[src/cltcp_pkg.sv]
// ----------------------------------------------------------------------------
// Console line time command parser: shared package
// Line buffer sizing, character codes, command words, field limits and the
// types passed between the controller and the datapath.
// ----------------------------------------------------------------------------
package cltcp_pkg;

  // Line buffer: one slot is kept free, so a line holds LINE_CAPACITY-1 bytes.
  localparam int unsigned LINE_CAPACITY = 48;
  localparam int unsigned MEM_DEPTH     = LINE_CAPACITY - 1;
  localparam int unsigned LEN_W         = $clog2(LINE_CAPACITY);
  localparam int unsigned ADDR_W        = $clog2(MEM_DEPTH);
  localparam int unsigned IDX_W         = $clog2(LINE_CAPACITY + 2);

  // Command word and time fields.
  localparam int unsigned WORD_MAX   = 11;
  localparam int unsigned WLEN_W     = 4;
  localparam int unsigned NUM_WORDS  = 4;
  localparam int unsigned NUM_FIELDS = 6;
  localparam int unsigned FLD_W      = 3;
  localparam int unsigned NDIG_W     = 3;
  localparam int unsigned ACC_W      = 14;
  localparam int unsigned VAL_W      = 12;

  // Character codes.
  localparam logic [7:0] CH_NUL     = 8'h00;
  localparam logic [7:0] CH_BS      = 8'h08;
  localparam logic [7:0] CH_LF      = 8'h0A;
  localparam logic [7:0] CH_CR      = 8'h0D;
  localparam logic [7:0] CH_SPACE   = 8'h20;
  localparam logic [7:0] CH_SLASH   = 8'h2F;
  localparam logic [7:0] CH_DIGIT_0 = 8'h30;
  localparam logic [7:0] CH_DIGIT_9 = 8'h39;
  localparam logic [7:0] CH_COLON   = 8'h3A;
  localparam logic [7:0] CH_QUERY   = 8'h3F;
  localparam logic [7:0] CH_LOWER_A = 8'h61;
  localparam logic [7:0] CH_LOWER_Z = 8'h7A;
  localparam logic [7:0] CH_DEL     = 8'h7F;
  localparam logic [7:0] CASE_DELTA = 8'h20;

  // Command words.
  localparam logic [1:0] WD_QUERY   = 2'd0;
  localparam logic [1:0] WD_HELP    = 2'd1;
  localparam logic [1:0] WD_TIME    = 2'd2;
  localparam logic [1:0] WD_SETTIME = 2'd3;

  localparam logic [8*4-1:0] STR_HELP    = "HELP";
  localparam logic [8*4-1:0] STR_TIME    = "TIME";
  localparam logic [8*7-1:0] STR_SETTIME = "SETTIME";

  localparam logic [WLEN_W-1:0] LEN_QUERY   = WLEN_W'(1);
  localparam logic [WLEN_W-1:0] LEN_HELP    = WLEN_W'(4);
  localparam logic [WLEN_W-1:0] LEN_TIME    = WLEN_W'(4);
  localparam logic [WLEN_W-1:0] LEN_SETTIME = WLEN_W'(7);

  typedef enum logic [1:0] {
    EV_ECHO  = 2'd0,
    EV_ERASE = 2'd1,
    EV_LINE  = 2'd2
  } event_e;

  typedef enum logic [2:0] {
    CMD_HELP      = 3'd0,
    CMD_SHOW_TIME = 3'd1,
    CMD_SET_TIME  = 3'd2,
    CMD_USAGE     = 3'd3,
    CMD_UNKNOWN   = 3'd4
  } command_e;

  typedef enum logic [2:0] {
    ST_IDLE,
    ST_EMIT,
    ST_WORD,
    ST_SKIP,
    ST_FIELD,
    ST_SET_OK
  } ctl_state_e;

  typedef enum logic [2:0] {
    OP_NONE,
    OP_STORE,
    OP_ERASE,
    OP_START,
    OP_WORD,
    OP_SCAN,
    OP_FIELD,
    OP_FINISH
  } dp_op_e;

  typedef struct packed {
    dp_op_e   op;
    command_e code;
    logic     emit;
  } dp_cmd_t;

  typedef struct packed {
    logic     in_eol;
    logic     in_erase;
    logic     len_empty;
    logic     len_full;
    logic     ch_zero;
    logic     ch_space;
    logic     word_full;
    command_e word_cmd;
    logic     dig_take;
    logic     fld_good;
    logic     fld_last;
    logic     out_busy;
  } dp_status_t;

  typedef struct packed {
    event_e      event_kind;
    logic [7:0]  echo_char;
    command_e    command_code;
    logic [4:0]  hours;
    logic [5:0]  minutes;
    logic [5:0]  seconds;
    logic [4:0]  day_of_month;
    logic [3:0]  month_number;
    logic [11:0] year_value;
  } result_t;

  function automatic logic [WLEN_W-1:0] word_len(input logic [1:0] w);
    logic [WLEN_W-1:0] n;
    case (w)
      WD_QUERY: n = LEN_QUERY;
      WD_HELP:  n = LEN_HELP;
      WD_TIME:  n = LEN_TIME;
      default:  n = LEN_SETTIME;
    endcase
    return n;
  endfunction

  // Character of a command word at a position; help, time and settime give NUL at or past their length.
  function automatic logic [7:0] word_char(input logic [1:0] w,
                                           input logic [WLEN_W-1:0] pos);
    logic [7:0] c;
    c = CH_NUL;
    case (w)
      WD_QUERY: c = CH_QUERY;
      WD_HELP:  if (pos < LEN_HELP) c = STR_HELP[8*(3 - int'(pos)) +: 8];
      WD_TIME:  if (pos < LEN_TIME) c = STR_TIME[8*(3 - int'(pos)) +: 8];
      default:  if (pos < LEN_SETTIME) c = STR_SETTIME[8*(6 - int'(pos)) +: 8];
    endcase
    return c;
  endfunction

  // Time fields in order: hour, minute, second, day, month, year.
  function automatic logic [NDIG_W-1:0] fld_digits(input logic [FLD_W-1:0] k);
    return (k == FLD_W'(NUM_FIELDS - 1)) ? NDIG_W'(4) : NDIG_W'(2);
  endfunction

  function automatic logic [VAL_W-1:0] fld_low(input logic [FLD_W-1:0] k);
    logic [VAL_W-1:0] v;
    case (k) inside
      3'd3, 3'd4: v = VAL_W'(1);
      3'd5:       v = VAL_W'(2000);
      default:    v = '0;
    endcase
    return v;
  endfunction

  function automatic logic [VAL_W-1:0] fld_high(input logic [FLD_W-1:0] k);
    logic [VAL_W-1:0] v;
    case (k)
      3'd0:    v = VAL_W'(23);
      3'd1:    v = VAL_W'(59);
      3'd2:    v = VAL_W'(59);
      3'd3:    v = VAL_W'(31);
      3'd4:    v = VAL_W'(12);
      default: v = VAL_W'(2099);
    endcase
    return v;
  endfunction

  function automatic logic [7:0] fld_sep(input logic [FLD_W-1:0] k);
    logic [7:0] c;
    case (k) inside
      3'd0, 3'd1: c = CH_COLON;
      3'd2:       c = CH_SPACE;
      3'd3, 3'd4: c = CH_SLASH;
      default:    c = CH_NUL;
    endcase
    return c;
  endfunction

endpackage

[src/cltcp_rx_if.sv]
// ----------------------------------------------------------------------------
// Console line time command parser: received byte channel
// Valid/ready channel carrying one console byte per request.
// ----------------------------------------------------------------------------
interface cltcp_rx_if;
  logic       valid;
  logic       ready;
  logic [7:0] rx_byte;

  modport source (output valid, output rx_byte, input ready);
  modport sink (input valid, input rx_byte, output ready);
endinterface

[src/cltcp_evt_if.sv]
// ----------------------------------------------------------------------------
// Console line time command parser: event channel
// Valid/ready channel carrying one echo, erase or decoded line event.
// ----------------------------------------------------------------------------
interface cltcp_evt_if;
  logic        valid;
  logic        ready;
  logic [1:0]  event_kind;
  logic [7:0]  echo_char;
  logic [2:0]  command_code;
  logic [4:0]  hours;
  logic [5:0]  minutes;
  logic [5:0]  seconds;
  logic [4:0]  day_of_month;
  logic [3:0]  month_number;
  logic [11:0] year_value;

  modport source (output valid, output event_kind, output echo_char, output command_code,
                  output hours, output minutes, output seconds, output day_of_month,
                  output month_number, output year_value, input ready);
  modport sink (input valid, input event_kind, input echo_char, input command_code,
                input hours, input minutes, input seconds, input day_of_month,
                input month_number, input year_value, output ready);
endinterface

[src/cltcp_dp.sv]
// ----------------------------------------------------------------------------
// Console line time command parser: datapath
// Line memory, length counter, streaming word matcher, time field
// accumulator and the output register.
// ----------------------------------------------------------------------------
module cltcp_dp (
  input  logic                 clk_i,
  input  logic                 rst_ni,
  input  logic [7:0]           rx_byte_i,
  input  cltcp_pkg::dp_cmd_t   cmd_i,
  output cltcp_pkg::dp_status_t status_o,
  cltcp_evt_if.source          evt_o
);
  import cltcp_pkg::*;

  logic [7:0]        mem [MEM_DEPTH];
  logic [7:0]        rdata_q;
  logic [IDX_W-1:0]  cur_q;
  logic [IDX_W-1:0]  rd_ptr_q, rd_ptr_d, rd_addr;
  logic [LEN_W-1:0]  len_q, len_d;

  logic [WLEN_W-1:0]    wlen_q, wlen_d;
  logic [NUM_WORDS-1:0] wok_q, wok_d;

  logic [FLD_W-1:0]  fld_q, fld_d;
  logic [NDIG_W-1:0] ndig_q, ndig_d;
  logic [ACC_W-1:0]  acc_q, acc_d;
  logic [VAL_W-1:0]  vals_q [NUM_FIELDS];

  result_t res_q, res_d;
  result_t out_q;
  logic    out_valid_q;

  logic [7:0] ch, ch_up;
  logic       is_digit, advance;
  logic [3:0] digit;
  command_e   word_cmd;

  // Bytes at or past the line length read as zero, which ends the line.
  assign ch       = (cur_q < IDX_W'(len_q)) ? rdata_q : CH_NUL;
  assign ch_up    = (ch >= CH_LOWER_A && ch <= CH_LOWER_Z) ? ch - CASE_DELTA : ch;
  assign is_digit = (ch >= CH_DIGIT_0) && (ch <= CH_DIGIT_9);
  assign digit    = 4'(ch - CH_DIGIT_0);

  always_comb begin
    if (wok_q[WD_QUERY] && wlen_q == LEN_QUERY) begin
      word_cmd = CMD_HELP;
    end else if (wok_q[WD_HELP] && wlen_q == LEN_HELP) begin
      word_cmd = CMD_HELP;
    end else if (wok_q[WD_TIME] && wlen_q == LEN_TIME) begin
      word_cmd = CMD_SHOW_TIME;
    end else if (wok_q[WD_SETTIME] && wlen_q == LEN_SETTIME) begin
      word_cmd = CMD_SET_TIME;
    end else begin
      word_cmd = CMD_UNKNOWN;
    end
  end

  always_comb begin
    status_o.in_eol    = (rx_byte_i == CH_CR) || (rx_byte_i == CH_LF);
    status_o.in_erase  = (rx_byte_i == CH_BS) || (rx_byte_i == CH_DEL);
    status_o.len_empty = (len_q == '0);
    status_o.len_full  = (len_q == LEN_W'(LINE_CAPACITY - 1));
    status_o.ch_zero   = (ch == CH_NUL);
    status_o.ch_space  = (ch == CH_SPACE);
    status_o.word_full = (wlen_q == WLEN_W'(WORD_MAX - 1));
    status_o.word_cmd  = word_cmd;
    status_o.dig_take  = is_digit && (ndig_q < fld_digits(fld_q));
    status_o.fld_good  = (ndig_q != '0) && (acc_q >= ACC_W'(fld_low(fld_q)))
                         && (acc_q <= ACC_W'(fld_high(fld_q))) && (ch == fld_sep(fld_q));
    status_o.fld_last  = (fld_q == FLD_W'(NUM_FIELDS - 1));
    status_o.out_busy  = out_valid_q && !evt_o.ready;
  end

  // One line byte is read per cycle while a line is being decoded.
  always_comb begin
    advance  = (cmd_i.op == OP_START) || (cmd_i.op == OP_WORD)
               || (cmd_i.op == OP_SCAN) || (cmd_i.op == OP_FIELD);
    rd_addr  = (cmd_i.op == OP_START) ? '0 : rd_ptr_q;
    rd_ptr_d = advance ? rd_addr + IDX_W'(1) : rd_ptr_q;
  end

  always_comb begin
    len_d  = len_q;
    wlen_d = wlen_q;
    wok_d  = wok_q;
    fld_d  = fld_q;
    ndig_d = ndig_q;
    acc_d  = acc_q;
    res_d  = res_q;
    case (cmd_i.op)
      OP_STORE: begin
        len_d = len_q + LEN_W'(1);
        res_d = '0;
        res_d.event_kind = EV_ECHO;
        res_d.echo_char  = rx_byte_i;
      end
      OP_ERASE: begin
        len_d = len_q - LEN_W'(1);
        res_d = '0;
        res_d.event_kind = EV_ERASE;
      end
      OP_START: begin
        wlen_d = '0;
        wok_d  = '1;
        fld_d  = '0;
        ndig_d = '0;
        acc_d  = '0;
      end
      OP_WORD: begin
        for (int w = 0; w < NUM_WORDS; w++) begin
          wok_d[w] = wok_q[w] && (wlen_q < word_len(2'(w)))
                     && (ch_up == word_char(2'(w), wlen_q));
        end
        wlen_d = wlen_q + WLEN_W'(1);
      end
      OP_FIELD: begin
        if (status_o.dig_take) begin
          acc_d  = ACC_W'({acc_q, 3'b000}) + ACC_W'({acc_q, 1'b0}) + ACC_W'(digit);
          ndig_d = ndig_q + NDIG_W'(1);
        end else begin
          fld_d  = fld_q + FLD_W'(1);
          ndig_d = '0;
          acc_d  = '0;
        end
      end
      OP_FINISH: begin
        len_d = '0;
        res_d = '0;
        res_d.event_kind   = EV_LINE;
        res_d.command_code = cmd_i.code;
        if (cmd_i.code == CMD_SET_TIME) begin
          res_d.hours        = 5'(vals_q[0]);
          res_d.minutes      = 6'(vals_q[1]);
          res_d.seconds      = 6'(vals_q[2]);
          res_d.day_of_month = 5'(vals_q[3]);
          res_d.month_number = 4'(vals_q[4]);
          res_d.year_value   = vals_q[5];
        end
      end
      default: ;
    endcase
  end

  always_ff @(posedge clk_i) begin
    if (cmd_i.op == OP_STORE) begin
      mem[len_q[ADDR_W-1:0]] <= rx_byte_i;
    end
    rdata_q <= mem[rd_addr[ADDR_W-1:0]];
    cur_q   <= rd_addr;
  end

  always_ff @(posedge clk_i) begin
    rd_ptr_q <= rd_ptr_d;
    wlen_q   <= wlen_d;
    wok_q    <= wok_d;
    fld_q    <= fld_d;
    ndig_q   <= ndig_d;
    acc_q    <= acc_d;
    res_q    <= res_d;
    if (cmd_i.op == OP_FIELD && !status_o.dig_take) begin
      vals_q[fld_q] <= acc_q[VAL_W-1:0];
    end
    if (cmd_i.emit) begin
      out_q <= res_q;
    end
  end

  always_ff @(posedge clk_i or negedge rst_ni) begin
    if (!rst_ni) begin
      len_q       <= '0;
      out_valid_q <= 1'b0;
    end else begin
      len_q <= len_d;
      if (cmd_i.emit) begin
        out_valid_q <= 1'b1;
      end else if (evt_o.ready) begin
        out_valid_q <= 1'b0;
      end
    end
  end

  assign evt_o.valid        = out_valid_q;
  assign evt_o.event_kind   = out_q.event_kind;
  assign evt_o.echo_char    = out_q.echo_char;
  assign evt_o.command_code = out_q.command_code;
  assign evt_o.hours        = out_q.hours;
  assign evt_o.minutes      = out_q.minutes;
  assign evt_o.seconds      = out_q.seconds;
  assign evt_o.day_of_month = out_q.day_of_month;
  assign evt_o.month_number = out_q.month_number;
  assign evt_o.year_value   = out_q.year_value;

endmodule

[src/cltcp_ctrl.sv]
// ----------------------------------------------------------------------------
// Console line time command parser: controller
// Sequences byte handling, the command word scan and the time field parse,
// and hands finished events to the output register.
// ----------------------------------------------------------------------------
module cltcp_ctrl (
  input  logic                  clk_i,
  input  logic                  rst_ni,
  input  logic                  in_valid_i,
  output logic                  in_ready_o,
  input  cltcp_pkg::dp_status_t status_i,
  output cltcp_pkg::dp_cmd_t    cmd_o
);
  import cltcp_pkg::*;

  ctl_state_e state_q, state_d;

  always_ff @(posedge clk_i or negedge rst_ni) begin
    if (!rst_ni) begin
      state_q <= ST_IDLE;
    end else begin
      state_q <= state_d;
    end
  end

  always_comb begin
    state_d    = state_q;
    in_ready_o = 1'b0;
    cmd_o      = '{op: OP_NONE, code: CMD_HELP, emit: 1'b0};
    unique case (state_q) inside
      ST_IDLE: begin
        in_ready_o = 1'b1;
        if (in_valid_i) begin
          if (status_i.in_eol) begin
            if (!status_i.len_empty) begin
              cmd_o.op = OP_START;
              state_d  = ST_WORD;
            end
          end else if (status_i.in_erase) begin
            if (!status_i.len_empty) begin
              cmd_o.op = OP_ERASE;
              state_d  = ST_EMIT;
            end
          end else if (!status_i.len_full) begin
            cmd_o.op = OP_STORE;
            state_d  = ST_EMIT;
          end
        end
      end
      ST_EMIT: begin
        if (!status_i.out_busy) begin
          cmd_o.emit = 1'b1;
          state_d    = ST_IDLE;
        end
      end
      ST_WORD: begin
        if (status_i.ch_zero || status_i.ch_space) begin
          if (status_i.word_cmd == CMD_SET_TIME && status_i.ch_space) begin
            cmd_o.op = OP_SCAN;
            state_d  = ST_SKIP;
          end else begin
            // A settime word ended by the end of the line has no time to parse.
            cmd_o.op   = OP_FINISH;
            cmd_o.code = (status_i.word_cmd == CMD_SET_TIME) ? CMD_USAGE
                                                             : status_i.word_cmd;
            state_d    = ST_EMIT;
          end
        end else if (status_i.word_full) begin
          cmd_o.op   = OP_FINISH;
          cmd_o.code = CMD_UNKNOWN;
          state_d    = ST_EMIT;
        end else begin
          cmd_o.op = OP_WORD;
        end
      end
      ST_SKIP, ST_FIELD: begin
        if (state_q == ST_SKIP && status_i.ch_space) begin
          cmd_o.op = OP_SCAN;
        end else if (status_i.dig_take) begin
          cmd_o.op = OP_FIELD;
          state_d  = ST_FIELD;
        end else if (status_i.fld_good) begin
          cmd_o.op = OP_FIELD;
          state_d  = status_i.fld_last ? ST_SET_OK : ST_FIELD;
        end else begin
          cmd_o.op   = OP_FINISH;
          cmd_o.code = CMD_USAGE;
          state_d    = ST_EMIT;
        end
      end
      ST_SET_OK: begin
        cmd_o.op   = OP_FINISH;
        cmd_o.code = CMD_SET_TIME;
        state_d    = ST_EMIT;
      end
      default: begin
        state_d = ST_IDLE;
      end
    endcase
  end

endmodule

[src/console_line_time_command_parser.sv]
// ----------------------------------------------------------------------------
// Console line time command parser
// Line editor for console bytes with a decoder for the help, time and
// settime commands.
//
//   Port    Direction  Carries
//   rx_i    in         rx_byte, one received console byte per request
//   evt_o   out        echo, erase or decoded line event with the parsed time
//
// An ordinary byte or an erase is registered as its event, which moves into
// the output register once the output is not busy. End of line reads the
// line memory one byte per cycle through its single read port. Reset empties
// the line and clears the output valid flag. The input is taken only while
// no request is in work and its event has left for the output register; a
// stalled output holds the next event back.
// ----------------------------------------------------------------------------
module console_line_time_command_parser (
  input  logic        clk_i,
  input  logic        rst_ni,
  cltcp_rx_if.sink    rx_i,
  cltcp_evt_if.source evt_o
);
  import cltcp_pkg::*;

  dp_cmd_t    cmd;
  dp_status_t status;
  logic       in_ready;

  assign rx_i.ready = in_ready;

  cltcp_ctrl u_ctrl (
    .clk_i      (clk_i),
    .rst_ni     (rst_ni),
    .in_valid_i (rx_i.valid),
    .in_ready_o (in_ready),
    .status_i   (status),
    .cmd_o      (cmd)
  );

  cltcp_dp u_dp (
    .clk_i     (clk_i),
    .rst_ni    (rst_ni),
    .rx_byte_i (rx_i.rx_byte),
    .cmd_i     (cmd),
    .status_o  (status),
    .evt_o     (evt_o)
  );

endmodule
[src/flat_wrapper.sv]
// flat-port wrapper written by rule: the top's interface ports become plain ports
module console_line_time_command_parser_flat import cltcp_pkg::*;
  (clk_i, rst_ni, rx_i_valid, rx_i_rx_byte, rx_i_ready, evt_o_valid, evt_o_event_kind, evt_o_echo_char, evt_o_command_code, evt_o_hours, evt_o_minutes, evt_o_seconds, evt_o_day_of_month, evt_o_month_number, evt_o_year_value, evt_o_ready);
  cltcp_rx_if rx_i_i ();
  cltcp_evt_if evt_o_i ();
  input  logic clk_i;
  input  logic rst_ni;
  input wire logic [$bits(rx_i_i.valid)-1:0] rx_i_valid;
  input wire logic [$bits(rx_i_i.rx_byte)-1:0] rx_i_rx_byte;
  output wire logic [$bits(rx_i_i.ready)-1:0] rx_i_ready;
  output wire logic [$bits(evt_o_i.valid)-1:0] evt_o_valid;
  output wire logic [$bits(evt_o_i.event_kind)-1:0] evt_o_event_kind;
  output wire logic [$bits(evt_o_i.echo_char)-1:0] evt_o_echo_char;
  output wire logic [$bits(evt_o_i.command_code)-1:0] evt_o_command_code;
  output wire logic [$bits(evt_o_i.hours)-1:0] evt_o_hours;
  output wire logic [$bits(evt_o_i.minutes)-1:0] evt_o_minutes;
  output wire logic [$bits(evt_o_i.seconds)-1:0] evt_o_seconds;
  output wire logic [$bits(evt_o_i.day_of_month)-1:0] evt_o_day_of_month;
  output wire logic [$bits(evt_o_i.month_number)-1:0] evt_o_month_number;
  output wire logic [$bits(evt_o_i.year_value)-1:0] evt_o_year_value;
  input wire logic [$bits(evt_o_i.ready)-1:0] evt_o_ready;
  assign rx_i_i.valid = rx_i_valid;
  assign rx_i_i.rx_byte = rx_i_rx_byte;
  assign rx_i_ready = rx_i_i.ready;
  assign evt_o_valid = evt_o_i.valid;
  assign evt_o_event_kind = evt_o_i.event_kind;
  assign evt_o_echo_char = evt_o_i.echo_char;
  assign evt_o_command_code = evt_o_i.command_code;
  assign evt_o_hours = evt_o_i.hours;
  assign evt_o_minutes = evt_o_i.minutes;
  assign evt_o_seconds = evt_o_i.seconds;
  assign evt_o_day_of_month = evt_o_i.day_of_month;
  assign evt_o_month_number = evt_o_i.month_number;
  assign evt_o_year_value = evt_o_i.year_value;
  assign evt_o_i.ready = evt_o_ready;
  console_line_time_command_parser u_core (.clk_i(clk_i), .rst_ni(rst_ni), .rx_i(rx_i_i), .evt_o(evt_o_i));
endmodule
[config.mk]
export PLATFORM = sky130hd
export DESIGN_NAME = console_line_time_command_parser_flat
export DESIGN_NICKNAME = d
export VERILOG_FILES = /design/src/cltcp_pkg.sv /design/src/cltcp_rx_if.sv /design/src/cltcp_evt_if.sv /design/src/cltcp_dp.sv /design/src/cltcp_ctrl.sv /design/src/console_line_time_command_parser.sv /design/src/flat_wrapper.sv
export SDC_FILE = /design/constraint.sdc
export NUM_CORES = 1
export LEC_CHECK = 0
export ABC_AREA = 1
export BUFFER_PORTS_ARGS = -buffer_cell sky130_fd_sc_hd__buf_2
export CORE_MARGIN = 3
export CORE_UTILIZATION = 65
export DETAILED_ROUTE_END_ITERATION = 10
export PLACE_DENSITY = 0.8
export SYNTH_ARGS = -nofsm -noshare
export SYNTH_HDL_FRONTEND = slang
export SYNTH_SLANG_ARGS = --single-unit
[constraint.sdc]
create_clock -name clk_i -period 7.3 [get_ports clk_i]
set_input_delay 2.19 -clock clk_i [delete_from_list [all_inputs] [get_ports clk_i]]
set_output_delay 2.19 -clock clk_i [all_outputs]
set_load 0.005 [all_outputs]
# After elaboration in Yosys (flattened, before gate mapping)
# Memory sizes are Yosys's and may differ from the RTL's. A register that Yosys moved wholly into a read port is not among the register bits.
# Index checks and enable logic that the tools add are counted.
# op_classes
addsub,12
magnitude_cmp,13
n_eq_ne,42
shifts,3
muxes,79
reduce_logical,45
# ops
operator,count
51-bit one-hot mux with 3 select lines,1
3-bit 2-to-1 mux,25
8-bit 2-to-1 mux,9
32-bit by 8-bit variable part select with 8-bit output (first input constant),2
56-bit by 8-bit variable part select with 8-bit output (first input constant),1
12-bit one-hot mux with 4 select lines,1
38-bit 2-to-1 mux,1
8-bit equality test,4
6-bit 2-to-1 mux,5
14-bit one-hot mux with 2 select lines,1
3-bit by 2-bit equality test with 1-bit output (second input constant),8
3-bit equality test (second input constant),8
8-bit by 4-bit equality test with 1-bit output (second input constant),3
1-bit logical AND,22
11-bit 2-to-1 mux,2
2-bit 2-to-1 mux,9
6-bit one-hot mux with 3 select lines,1
4-bit one-hot mux with 2 select lines,2
3-bit one-hot mux with 5 select lines,1
14-bit adder,1
14-bit by 4-bit adder with 14-bit output,1
14-bit by 12-bit greater-or-equal comparator with 1-bit output,1
14-bit by 12-bit less-or-equal comparator with 1-bit output,1
14-bit 2-to-1 mux,1
43 further kinds,83
# totals
register_bits,152
ram_bits,448
input_bits,12
n_memories,2
# memory_table
memory,words,word_bits,read_ports,rd_clocked_by_memory_dff,wr,line_no,source
u_core.u_dp.mem,47,8,1,1,1,cltcp_dp.sv:16,logic [7:0] mem [MEM_DEPTH];
u_core.u_dp.vals_q,6,12,6,0,1,cltcp_dp.sv:28,logic [VAL_W-1:0] vals_q [NUM_FIELDS];

# Depth between registers and ports, before layout
# logic_depth
depth_word,17
mapped_depth,32

# Cells and area by module
# A second synthesis with hierarchy kept.
# unflattened
hier_cells,2022
hier_area_um2,24966.4
# modules_own_cells
module,instances,cells_each,area_per_inst_um2
cltcp_dp,1,1934,24488.5
cltcp_ctrl,1,88,478.0

# Worst setup path before layout
# No wires, ideal clock.
# synth_path
kind,input to register
startpoint,input port rx_i_rx_byte[2]
endpoint,"register u_core.u_dp.res_q[0] in the netlist's numbering, enable pin"
setup_time_ns,0.409
arrival_time_ns,4.653
setup_slack_ns,2.239
cell_stages,15
path_buffers,0
path_cell_list,inv_1 nand2_1 nor3_1 nand2_1 nand2_1 inv_1 nand2_1 inv_1 nor2_1 a21oi_1 nand3_1 nand2_1 o21ai_1 nor2_1 inv_1
# synth_via
elab_chain_cells,8
elab_cells_between_ends,14
classes_between,7 x eq/ne; 4 x mux; 3 x reduce/logical
# synth_lines
element,line_no,source
from (decl),flat_wrapper.sv:9,input wire logic [$bits(rx_i_i.rx_byte)-1:0] rx_i_rx_byte;
8-bit by 4-bit equality test with 1-bit output / 8-bit by 7-bit equality test with 1-bit output (equally long branches),cltcp_dp.sv:61,status_o.in_erase = (rx_byte_i == CH_BS) || (rx_byte_i == CH_DEL);
1-bit logical OR,cltcp_dp.sv:61,
3-bit 2-to-1 mux,cltcp_ctrl.sv:39,end else if (status_i.in_erase) begin
3-bit 2-to-1 mux *,cltcp_ctrl.sv:34,if (status_i.in_eol) begin
3-bit 2-to-1 mux *,cltcp_ctrl.sv:33,if (in_valid_i) begin
3-bit one-hot mux with 4 select lines *,cltcp_ctrl.sv:30,unique case (state_q) inside
3-bit by 1-bit equality test with 1-bit output (tied with other cells),cltcp_dp.sv:91,case (cmd_i.op)
3-bit nonzero test (no source line) *,n/a,
to (signal assigned),cltcp_dp.sv:160,res_q <= res_d;
to (decl),cltcp_dp.sv:30,"result_t res_q, res_d;"
# Every way passes the cells marked *; elsewhere a longest branch is shown, timed or not.
# A chain may end at the register's enable or synchronous reset.

# Worst setup path in the final report
# layout_path
startpoint,input port rx_i_rx_byte[6]
endpoint,register u_core.u_dp.rdata_q[7] (read register of u_core.u_dp.mem)
# layout_via
elab_chain_cells,8
elab_cells_between_ends,12
classes_between,5 x eq/ne; 5 x mux; 2 x reduce/logical
# layout_lines
element,line_no,source
8-bit by 4-bit equality test with 1-bit output / 8-bit by 7-bit equality test with 1-bit output (equally long branches),cltcp_dp.sv:61,
1-bit logical OR,cltcp_dp.sv:61,
3-bit 2-to-1 mux,cltcp_ctrl.sv:39,
3-bit 2-to-1 mux *,cltcp_ctrl.sv:34,
3-bit 2-to-1 mux *,cltcp_ctrl.sv:33,
3-bit one-hot mux with 4 select lines *,cltcp_ctrl.sv:30,
3-bit by 2-bit equality test with 1-bit output *,cltcp_dp.sv:79,rd_addr = (cmd_i.op == OP_START) ? '0 : rd_ptr_q;
6-bit 2-to-1 mux *,cltcp_dp.sv:79,
to (decl),cltcp_dp.sv:17,logic [7:0] rdata_q;
# Marked as above.

==> impl_summary.log <==
INFO  metric number_of_input_and_output_port_buffers_inserted = 64
INFO  metric syn_to_final_growth = 9.08%
INFO  metric worst_r2r_setup_slack = 1.87 ns
INFO  metric ir_worst_vdd = 217 µV
INFO  metric multi_input_area = 0.00693 mm²
INFO  metric layout.cells.most_common = edfxtp_1
INFO  metric first_pass_grt_wire_length = 97.2 mm
INFO  metric worstHoldPathType = flop to flop
INFO  metric synthAdderAreaFrac = 3.26%
INFO  metric vias = 17500
INFO  metric crit_start = rx_i_rx_byte[6]
INFO  metric critical_path_source_type = input port
INFO  metric synth_edf_count = 550
INFO  metric largest_net_degree_at_the_start_of_global_routing = 91
INFO  metric worstMarginPinSlew = 1.29 ns
INFO  metric floorplan.rows = 72
INFO  metric design.final.nets = 2375
INFO  metric worst_ep_arrival_time = 6.10 ns
INFO  metric holdBufCountCts = 0
INFO  metric drive_above_1_share = 10.4%
INFO  metric timing.hold.worst.start = u_core.u_dp.res_q[7]$_DFFE_PP_
INFO  metric run_status = completed
INFO  metric postSynth.topFlopCell = edfxtp_1
INFO  metric r2r.worst_path.cells = 26
INFO  metric largest_fanout_of_any_net_on_the_critical_path = 80
INFO  metric fraction_of_synthesis_flops_using_an_asynchronous_set_or_reset_pin = 1.74%
INFO  metric cts_buffers = 55
INFO  metric final_min_period_over_clock_period = 76.1%
INFO  metric synth_seq_area_share = 66.5%
INFO  metric ys_ff_latch = 574
INFO  metric grt_pass1_vias = 17100
INFO  metric die_width = 205 µm
INFO  metric clock-root-buffer = clkbuf_16
INFO  metric fmax = 180 MHz
INFO  metric fp.dieArea = 0.0419 mm²
INFO  metric half_perimeter_wire_length_of_the_detailed_placement_result = 39.7 mm
INFO  metric maxSlewHeadroom = 13.9%
INFO  metric timing.setup.critical_path_class = input port to flop
INFO  metric design.core.area = 0.0388 mm²
INFO  metric drt-initial-drc-count = 2301
INFO  metric clkSlewWorstSetupHoldPaths = 0.06 ns
INFO  metric mux_share_of_post_synthesis_cell_area = 0%
INFO  metric floorplan.initialDensity = 66.0%
INFO  metric report.final.hold_viol_count = 0
INFO  metric yosys.area_share.simple = 18.3%
INFO  metric detail_route.first_pass.iterations = 5
INFO  metric antenna_found_initial = 1
INFO  metric drt_wl_total = 62.8 mm
INFO  metric setup.worst_path.end = u_core.u_dp.rdata_q[7]$_DFF_P_
INFO  metric place_congestion = 0.977
INFO  metric number_of_clock_sinks = 574
INFO  metric area.sequential = 0.0170 mm²
INFO  metric ys_warn_count = 0
INFO  metric clock_latency_of_the_later_clocked_register_in_the_worst_skew_pair = 0.63 ns
INFO  metric antennaDiodeCount = 0
INFO  metric max_cap_violations = 0
INFO  metric timing.critical_path.to_type = flop
INFO  metric setup_viol_count_final = 0
INFO  metric layout.filler_cells = 2560
INFO  metric htree_levels = 2
INFO  metric synth_top_family_by_area = simple AND/OR/NAND/NOR gates
INFO  metric route.detailed.wl_per_inst = 22.0 µm
INFO  metric reg_to_reg_start = u_core.u_dp.len_q[5]$_DFFE_PN0P_
INFO  metric cts_tree = yes
INFO  metric syn-num-nets = 2324
INFO  metric layout.cells.most_common_list = edfxtp_1, nand3_1, inv_1
INFO  metric routed_via_density = 6.15
INFO  metric synth.distinct_cells = 56
INFO  metric antenna_left = 0
INFO  metric xor_xnor_share_of_the_synthesized_area = 0.751%
INFO  metric setup_total_negative_slack = 0 ns
INFO  metric static-leakage-power = 10.9 nW
INFO  metric post_cts.repair.setup_buffers = 0
INFO  metric postCtsResizedCells = 0
INFO  metric groute.usage.overall = 30.3%
INFO  metric ctsLongestPathBuffers = 3
INFO  metric clock_skew = 0.0260 ns
INFO  metric final_period_minus_worst_setup_slack = 5.56 ns
INFO  metric cp.required = 7.85 ns
INFO  metric grt_setup_unrepaired = no
INFO  metric detail_route.drc_violations = 0
INFO  metric io-pin-count = 65
INFO  metric synth.avg_cell_area = 11.4 µm²
INFO  metric grt-ovfl-total = 0
INFO  metric finalPower = 7.68 mW
INFO  metric power.density = 275 mW/mm²
INFO  metric critical_path.reg2reg.endpoint = u_core.u_dp.len_q[5]$_DFFE_PN0P_
INFO  metric compound_gate_fraction_of_synth_area = 4.67%
INFO  metric report.final.slew_viol_count = 0
INFO  metric die_y = 205 µm
INFO  metric synthesis.area = 0.0256 mm²
INFO  metric netlist_instances = 2247
==> cell families after synthesis <==
family	count (synthesis)
and+or+nand+nor	1007
DFF	574
buffers and inverters	392
AOI/OAI and AO/OA	187
adders and majority gates	65
xor gates and xnor gates	22
==> cell type report <==
class,instances,share of cell area [%]
timing repair buffer,88,1.79
clock inverter,33,1.15
multi-input combinational,1281,24.8
sequential,574,60.9
clock buffer,62,5.01
inverter,298,4.00
tap,518,2.32
==> cells in the mapped netlist (all sizes together) (2+ instances only) <==
library cell | instances | area share (%)
clkbuf | 33 | 0.48
ha | 62 | 3.0
inv | 297 | 4.3
nor3 | 24 | 0.49
nor4 | 6 | 0.17
nand3 | 339 | 6.8
o41ai | 2 | 0.068
or2 | 51 | 1.2
o211ai | 25 | 0.79
a21oi | 38 | 0.79
o21ai | 71 | 1.4
edfxtp | 550 | 64
buf | 61 | 1.7
o22ai | 6 | 0.15
nand3b | 41 | 1.2
dfxtp | 14 | 1.1
xor2 | 15 | 0.51
nand4 | 16 | 0.39
dfrtp | 10 | 0.98
xnor2 | 7 | 0.24
o2111ai | 30 | 1.0
o21bai | 5 | 0.15
a31oi | 2 | 0.049
and2 | 2 | 0.049
nor2 | 243 | 3.6
nand2 | 283 | 4.3
fa | 3 | 0.23
==> power by group <==
group | internal, mW | switching, mW | leakage (nW)
Combinational | 0.250 | 0.663 | 4.79
Clock | 1.56 | 1.22 | 0.842
Sequential | 3.89 | 0.106 | 5.24
==> stage by stage <==
stage                     util (%)  setup slack (ns)  cell area [µm²]  instances  hold WS (ns)
after global routing          72.0              1.42            28000       2854         0.426
final                         72.0              1.74            28000       2854         0.418
after detailed placement      67.6              1.19            26200       2759         0.405
after global placement        67.6              1.35            26200       2759         0.401
after CTS                     72.0              1.85            28000       2854         0.419
after floorplan                  -              2.24            25600       2247         0.400
==> sequential cells by signal, summed over array words and instances, names as in the netlist, 8 cells and up <==
register and count:
u_core.u_dp.acc_q 14, u_core.u_dp.evt_o.echo_char 8, u_core.u_dp.evt_o.year_value 12, u_core.u_dp.mem 376, u_core.u_dp.rdata_q 8, u_core.u_dp.res_q 51
u_core.u_dp.vals_q 38
==> critical path: stages <==
cell and delay [ns]:
buf_2 0.09, buf_4 0.47, nand4_1 0.16, nand2_1 0.12
inv_1 0.04, nand2_1 0.07, inv_1 0.07, nor2_1 0.12
a21oi_1 0.09, nand3_1 0.20, nand3_4 0.22, buf_4 0.41
nand2_2 0.16, buf_4 0.75, nand3_1 0.18, nand3_1 0.14
nand3_1 0.19, nand3_1 0.19, nand3_1 0.10, nand2_1 0.07
==> worst min-delay path by stage <==
stage / to / slack, ns / cells past startpoint
2_1_floorplan: u_core.u_dp.evt_o.command_code[0]$_DFFE_PP_ / 0.40 / 0
3_3_place_gp: u_core.u_dp.evt_o.year_value[8]$_DFFE_PP_ / 0.40 / 0
3_5_place_dp: u_core.u_dp.evt_o.command_code[2]$_DFFE_PP_ / 0.40 / 0
4_1_cts: u_core.u_dp.evt_o.day_of_month[1]$_DFFE_PP_ / 0.42 / 0
5_1_grt: u_core.u_dp.evt_o.command_code[2]$_DFFE_PP_ / 0.43 / 0
6_report: u_core.u_dp.evt_o.year_value[7]$_DFFE_PP_ / 0.42 / 0
==> per-layer routing <==
| metal | up-vias | share of wire, % | track usage [%] |
|---|---|---|---|
| met5 | - | 0.021 | 0 |
| met4 | 2 | 4.5 | 12.8 |
| met3 | 200 | 10 | 6.04 |
| met2 | 1102 | 48 | 49.6 |
| met1 | 8344 | 37 | 40.2 |
| li1 | 7893 | - | - |
No activity file was read; power rests on OpenSTA's default activity.
